===== src/hdl/trinucleotide_context_tracker_top_assert.svh =====
// ----------------------------------------------------------------------------
// trinucleotide_context_tracker_top_assert.svh: assertion macros
// Each use expands to one labeled concurrent assertion on clk, disabled in reset.
// ----------------------------------------------------------------------------
`ifndef TRINUCLEOTIDE_CONTEXT_TRACKER_TOP_ASSERT_SVH
`define TRINUCLEOTIDE_CONTEXT_TRACKER_TOP_ASSERT_SVH

// Same-cycle implication.
`define TCT_ASSERT_NOW(label, ante, cons, msg) \
  label: assert property (@(posedge clk) disable iff (rst) (ante) |-> (cons)) \
    else $error(msg);

// Next-cycle implication.
`define TCT_ASSERT_NEXT(label, ante, cons, msg) \
  label: assert property (@(posedge clk) disable iff (rst) (ante) |=> (cons)) \
    else $error(msg);

`endif


===== src/hdl/tct_pkg.sv =====
// ----------------------------------------------------------------------------
// tct_pkg: types and constants of the trinucleotide context tracker
// Beat layouts, base codes and the character and context lookups.
// ----------------------------------------------------------------------------
`timescale 1ns / 1ps
`default_nettype none

package tct_pkg;

  typedef enum logic {
    OP_FEED    = 1'b0,
    OP_RESTART = 1'b1
  } op_t;

  // Window base codes.
  typedef logic [2:0] base_t;
  localparam base_t BASE_A = 3'd0;
  localparam base_t BASE_C = 3'd1;
  localparam base_t BASE_G = 3'd2;
  localparam base_t BASE_T = 3'd3;
  localparam base_t BASE_N = 3'd4;

  localparam logic [5:0] COMP_FLIP = 6'b10_10_10;
  localparam logic [6:0] INDEX_MAX = 7'd124;

  typedef struct packed {
    op_t        op;
    logic [7:0] char_in;
  } item_t;

  typedef struct packed {
    logic       accepted;
    logic [6:0] window_index;
    logic       is_context;
    logic [5:0] context_code;
    logic [5:0] complement_code;
  } result_t;

  typedef struct packed {
    logic  ok;
    base_t base;
  } decode_t;

  // Case-insensitive ACGTN decode; anything else is not ok.
  function automatic decode_t char_to_base(input logic [7:0] c);
    decode_t d;
    d.ok   = 1'b1;
    d.base = BASE_N;
    unique case (c)
      8'h41, 8'h61: d.base = BASE_A;
      8'h43, 8'h63: d.base = BASE_C;
      8'h47, 8'h67: d.base = BASE_G;
      8'h54, 8'h74: d.base = BASE_T;
      8'h4E, 8'h6E: d.base = BASE_N;
      default:      d.ok   = 1'b0;
    endcase
    return d;
  endfunction

  // Context symbol: C0 T1 G2 A3.
  function automatic logic [1:0] ctx_of_base(input base_t b);
    logic [1:0] s;
    unique case (b[1:0])
      2'd0:    s = 2'd3;
      2'd1:    s = 2'd0;
      2'd2:    s = 2'd2;
      default: s = 2'd1;
    endcase
    return s;
  endfunction

endpackage

`default_nettype wire


===== src/hdl/trinucleotide_context_tracker_top.sv =====
// ----------------------------------------------------------------------------
// trinucleotide_context_tracker_top: three-base sliding window tracker
// Usage:
//   item channel (item_valid / item_stall / item): one beat carries op and an
//   ASCII character. op feed shifts a case-insensitive A/C/G/T/N into the
//   three-base window; other characters are rejected and leave it unchanged.
//   op restart refills the window with NNN.
//   result channel (result_valid / result_stall / result): one beat per item,
//   describing the window after that item.
// Output: registered; result_valid rises in the cycle after an item is accepted.
// Throughput: one item per cycle while item_stall is low; the window register and the result
//   register update in the same edge, so back-to-back items flow freely.
// Stall: the result register holds while result_stall is high; item_stall
//   follows it only when the result register is full, so an item is taken
//   in the same cycle the pending result leaves.
// Reset: window returns to NNN, result register empties.
// ----------------------------------------------------------------------------
`timescale 1ns / 1ps
`default_nettype none

`include "trinucleotide_context_tracker_top_assert.svh"

module trinucleotide_context_tracker_top
  import tct_pkg::*;
(
  input  wire logic    clk,
  input  wire logic    rst,
  input  wire logic    item_valid,
  output logic         item_stall,
  input  wire item_t   item,
  output logic         result_valid,
  input  wire logic    result_stall,
  output result_t      result
);

  base_t   window [3];
  base_t   window_next [3];
  logic    take;
  logic    ok_next;
  decode_t dec;
  result_t result_next;
  logic    all_def;
  logic [1:0] s0, s1, s2;

  assign item_stall = result_valid && result_stall;
  assign take       = item_valid && !item_stall;

  always_comb begin
    dec            = char_to_base(item.char_in);
    window_next[0] = window[0];
    window_next[1] = window[1];
    window_next[2] = window[2];
    ok_next        = 1'b0;
    unique case (item.op)
      OP_RESTART: begin
        window_next[0] = BASE_N;
        window_next[1] = BASE_N;
        window_next[2] = BASE_N;
        ok_next        = 1'b1;
      end
      default: begin
        if (dec.ok) begin
          window_next[0] = window[1];
          window_next[1] = window[2];
          window_next[2] = dec.base;
          ok_next        = 1'b1;
        end
      end
    endcase
  end

  always_comb begin
    all_def = !window_next[0][2] && !window_next[1][2] && !window_next[2][2];
    s0      = ctx_of_base(window_next[0]);
    s1      = ctx_of_base(window_next[1]);
    s2      = ctx_of_base(window_next[2]);
    result_next.accepted     = ok_next;
    // 25a + 5b + c, all as shifts and adds on 7 bits
    result_next.window_index = {window_next[0], 4'b0} + {1'b0, window_next[0], 3'b0}
                             + {4'b0, window_next[0]} + {2'b0, window_next[1], 2'b0}
                             + {4'b0, window_next[1]} + {4'b0, window_next[2]};
    result_next.is_context   = all_def;
    result_next.context_code = all_def ? {s1, s2, s0} : 6'd0;
    result_next.complement_code = all_def ? ({s1, s2, s0} ^ COMP_FLIP) : 6'd0;
  end

  always_ff @(posedge clk) begin
    if (rst) begin
      window[0]    <= BASE_N;
      window[1]    <= BASE_N;
      window[2]    <= BASE_N;
      result_valid <= 1'b0;
    end else begin
      if (take) begin
        window[0]    <= window_next[0];
        window[1]    <= window_next[1];
        window[2]    <= window_next[2];
        result_valid <= 1'b1;
      end else if (!result_stall) begin
        result_valid <= 1'b0;
      end
    end
  end

  always_ff @(posedge clk) begin
    if (take) begin
      result <= result_next;
    end
  end

  `TCT_ASSERT_NOW(a_codes_pair, result_valid && result.is_context,
    (result.context_code ^ result.complement_code) == COMP_FLIP,
    "complement code does not match context code")
  `TCT_ASSERT_NOW(a_no_ctx_zero, result_valid && !result.is_context,
    result.context_code == 6'd0 && result.complement_code == 6'd0,
    "codes nonzero outside a context")
  `TCT_ASSERT_NEXT(a_restart, take && item.op == OP_RESTART,
    result_valid && result.accepted && result.window_index == INDEX_MAX,
    "restart did not give an NNN window")

endmodule

`default_nettype wire

===== config.mk =====
export PLATFORM = sky130hd
export DESIGN_NAME = trinucleotide_context_tracker_top
export DESIGN_NICKNAME = d
export VERILOG_FILES = /design/src/hdl/tct_pkg.sv /design/src/hdl/trinucleotide_context_tracker_top.sv
export VERILOG_INCLUDE_DIRS = /design/src /design/src/hdl
export SDC_FILE = /design/constraint.sdc
export NUM_CORES = 1
export LEC_CHECK = 0
export ABC_AREA = 1
export BUFFER_PORTS_ARGS = -buffer_cell sky130_fd_sc_hd__buf_2
export CAP_MARGIN = 20
export CORE_ASPECT_RATIO = 2
export CORE_MARGIN = 4
export CORE_UTILIZATION = 49
export DETAILED_ROUTE_END_ITERATION = 8
export HOLD_SLACK_MARGIN = 0.05
export PLACE_DENSITY = 0.72
export SYNTH_ARGS = -nofsm -noshare
export SYNTH_HDL_FRONTEND = slang
export SYNTH_SLANG_ARGS = --single-unit

===== constraint.sdc =====
create_clock -name clk -period 5.3 [get_ports clk]
set_input_delay 0.53 -clock clk [delete_from_list [all_inputs] [get_ports clk]]
set_output_delay 0.53 -clock clk [all_outputs]
set_load 0.02 [all_outputs]

# Word-level counts from Yosys, hierarchy flattened
# Memory sizes are Yosys's and may differ from the RTL's.
# Index checks and enable logic that the tools add are counted.
# word_totals
in_bits,13
ff_bits,22
mem_bits_rw,9
memories,1
# classes
bitwise_logic,4
n_reduce_logical,16
n_eq_ne,17
muxes,18
add_sub_neg,5
# memory_table
memory,words,width,rd,rd_ports_with_merged_regs,write_ports,line_no,text
window,3,3,3,0,3,trinucleotide_context_tracker_top.sv:36,base_t window [3];
# op_table
op,n
$eq 8x7->1 const B,10
$add 7x3->7,3
$mux 9,2
$pmux 2 s3,3
$pmux 3 s4,1
$reduce_or 10->1,1
$mux 1,9
$mux 3,3
$reduce_or 2->1,4
$add 7x5->7,1
$add 7x6->7,1
$eq 2x1->1 const B,3
$eq 2x2->1 const B,3
$logic_not 2->1,3
$logic_and 1x1->1,4
$logic_not 1->1,4
$not 3->3,1
$or 1x1->1,3
$ne 2x1->1 const B,1

# Depth between registers and ports, before layout
# logic_depth
ltp_word,10
depth_mapped,16
ltp_nobuf,16

# Worst setup path after synthesis
# No wires, ideal clock.
# synth_timing
kind,input to register
start,input item[7] (netlist bit)
end,"register result[19] (netlist bit), data pin"
path_stages,16
slack_ps,1743
required_ps,5035
path_buffers,1
t_arrival_ps,3292
path_cell_list,inv_1 > nand2_1 > nor2_4 > nand2_4 > buf_6 > nand4_1 > nand2_2 > nor2_1 > inv_1 > fa_1 > fa_1 > ha_1 > inv_1 > fa_1 > o21ai_0 > xor2_1
# synth_rtl
element,line_no,text
"start, declared",trinucleotide_context_tracker_top.sv:30,"input wire item_t item,"
"end signal, assigned",trinucleotide_context_tracker_top.sv:107,result <= result_next;
"end, declared",trinucleotide_context_tracker_top.sv:33,output result_t result

==> impl_metrics.py <==
metrics = {
    "layout": {
        "multi_input_area_um2": 873,
        "syn2layout_area_growth_pct": 14.0,
        "ff_latch_area_um2": 831,
        "layout-drive-gt1-share": 0.367,
        "mostFrequentLayoutCells": "buf_2, nand2_1, edfxtp_1",
        "nNetsFinal": 245,
        "fillers": 355,
        "final_common_cell": "buf_2",
        "diodes": 0,
    },
    "detailed_routing": {
        "dr.pass1.iters": 4,
        "drt_iter0_markers": 37,
        "drc": 0,
        "ant_nets": 0,
        "postRouteWirelength_um": 3380,
        "via_per_inst": 4.94,
        "dr_total_vias": 1305,
        "wl_per_cell_um": 12.8,
    },
    "power_and_ir_drop": {
        "p_clk_frac": 0.311,
        "pwr-share-comb": 0.195,
        "pwr-share-seq": 0.495,
        "power_density_nw_per_um2": 252,
        "irDropWorstVdd_v": 0.000165,
        "p_sw_frac": 0.258,
        "power.internal_uw": 398,
        "p_leak_uw": 0.00103,
        "netSwitchingPower_uw": 139,
    },
    "worst_setup_path": {
        "path_buf_inv": 3,
        "crit_required_ns": 5.33,
        "worst-setup-path-type": "input port to register",
        "slowest_delay_ns": 0.53,
        "crit_family": "adder cells",
        "cpMostUsedCell": "fa_1",
        "critPathSlowestCell": "fa_1",
        "end_kind": "register",
        "cp.arrival_ns": 3.91,
        "crit_chain": "buf_2 -> nor2_2 -> nand4_2 -> nand3_4 -> nand2_1 -> o211ai_2 -> inv_1 -> fa_1 -> fa_1 -> ha_1 -> inv_1 -> fa_1 -> o21ai_0 -> xor2_1",
        "crit_fanout": 11,
        "crit_path_start_kind": "input port",
    },
    "timing": {
        "worst_slack_ns": 1.42,
        "fin_setup_tns_ns": 0,
        "hold_viol_final": 0,
        "slew_viol_final": 0,
        "clock.fmax_mhz": 258,
        "fin_skew_ns": 0.00211,
        "max-slew-margin-rel": 0.700,
        "worst_pin_slew_ns": 0.450,
        "rsz0062_at_grt": "no",
        "finalSetupViolCount": 0,
        "finalWorstPathRequiredPeriod_ns": 3.88,
        "finalCritPeriodShare": 0.733,
    },
    "logic_synthesis": {
        "avgSynthCellArea_um2": 10.3,
        "synth_cells": 182,
        "yosys_warnings": 0,
        "ys_ff_latch": 28,
        "synth_cell_types": 30,
        "netlist_area_um2": 1870,
        "syn_nets": 211,
        "synth_seq_area_share": 0.445,
    },
    "die": {
        "core-area_um2": 3650,
        "start_util": 0.512,
        "die_y_um": 95.3,
        "die_area_um2": 4920,
        "die_w_um": 51.7,
        "rows": 31,
        "ioPinCount": 36,
    },
    "cts": {
        "cts_resized": 0,
        "cts_root_buf": "clkbuf_8",
        "clock-sinks": 28,
        "clockBufferDepth": 2,
        "cts_hold_repair.buffers": 0,
        "cts_htree_levels": 1,
        "cts_tree": "done",
        "numCtsBuffers": 3,
        "post_cts_buffers": 0,
        "clk_pin_slew_ns": 0.09,
        "insertion_delay_ns": 0.28,
    },
    "placement": {
        "pre_cts_ws_ns": 1.11,
        "dpl.hpwl_um": 2750,
        "finalWeightedCongestion": 0.868,
        "port_buffers": 34,
    },
    "global_route": {
        "antenna_found_initial": 0,
        "grt_pass1_vias": 1306,
        "grt_overflow": 0,
        "grt_use_total": 0.156,
        "grt_pass1_wl_um": 5660,
        "grt_max_degree": 21,
    },
    "run_status": {
        "status": "finished, final reports clean",
    },
    "hold_path": {
        "hp-class": "input port to register",
    },
    "job": {
        "max_cap_violations": 0,
    },
}
## metrics by stage
stage / util / cell area [um^2] / cells / hold WS, ns / power [uW]
2_1_floorplan: - / 1870 / 182 / 0.546 / 345
3_3_place_gp: 0.565 / 2060 / 260 / 0.464 / 374
3_5_place_dp: 0.565 / 2060 / 260 / 0.470 / 377
4_1_cts: 0.584 / 2130 / 264 / 0.422 / 543
5_1_grt: 0.584 / 2130 / 264 / 0.428 / 567
6_report: 0.584 / 2130 / 264 / 0.431 / 537
## sequential cells by signal, summed over array words and instances, names as in the netlist
register	flops
result	18
window	9
result_valid	1
## kinds of logic after synthesis
kind of cell,count (synthesis),share of synthesized area
flip-flops,28,0.445
XOR/XNOR,4,0.0188
buffers and inverters,36,0.0877
adder cells (fa/ha/maj),16,0.131
AO/OA/AOI/OAI,10,0.0388
AND/OR/NAND/NOR,88,0.279
## metal layers
layer	wire [um]	vias up	global-route usage
met5	0	-	0
met4	140	0	0.0919
met3	122	12	0.0235
met2	1970	33	0.296
met1	1150	602	0.152
li1	-	658	-
## cells in the mapped netlist
master / count / share of area
nand4_2: 2 / 0.013
or2_2: 1 / 0.0034
inv_2: 3 / 0.0060
nor2_4: 5 / 0.030
nand3_2: 1 / 0.0054
xnor2_1: 1 / 0.0047
a21oi_1: 3 / 0.0080
nor2_1: 13 / 0.026
nand2_4: 4 / 0.024
buf_4: 3 / 0.012
ha_1: 10 / 0.067
o21ai_0: 2 / 0.0054
buf_6: 2 / 0.012
a21oi_2: 3 / 0.014
nor2_2: 9 / 0.030
nand3_1: 6 / 0.016
o211ai_2: 1 / 0.0067
nand3_4: 2 / 0.019
dfxtp_1: 1 / 0.011
inv_1: 26 / 0.052
nor3_1: 1 / 0.0027
fa_1: 6 / 0.064
nand4_1: 8 / 0.027
xor2_1: 3 / 0.014
inv_4: 1 / 0.0034
nand2_1: 29 / 0.058
nand2_2: 7 / 0.023
edfxtp_1: 27 / 0.43
o21ai_2: 1 / 0.0047
buf_1: 1 / 0.0020
## power by group through the flow
stage	Sequential (uW)	Combinational (uW)	Clock [uW]
finish	266	105	167
floorplan	287	58.6	0
global placement	271	103	0
detailed placement	271	106	0
global route	267	119	181
CTS	266	107	171
## cell type report
class	instances	area share
Multi-Input combinational cell	118	0.410
Sequential cell	28	0.390
Timing Repair Buffer	35	0.0834
Inverter	30	0.0541
Clock inverter	1	0.0141
Tap cell	49	0.0288
Clock buffer	3	0.0194
## final timing paths
path / start / end / slack [ns] / cells after the start
min: rst / result_valid / 0.43 / 2
min reg2reg: result_valid / result_valid / 0.48 / 2
max: item[3] / result[19] / 1.42 / 14
max reg2reg: window[0][5] / result[19] / 1.98 / 11
Note: power is estimated with default switching activity, not from simulation.
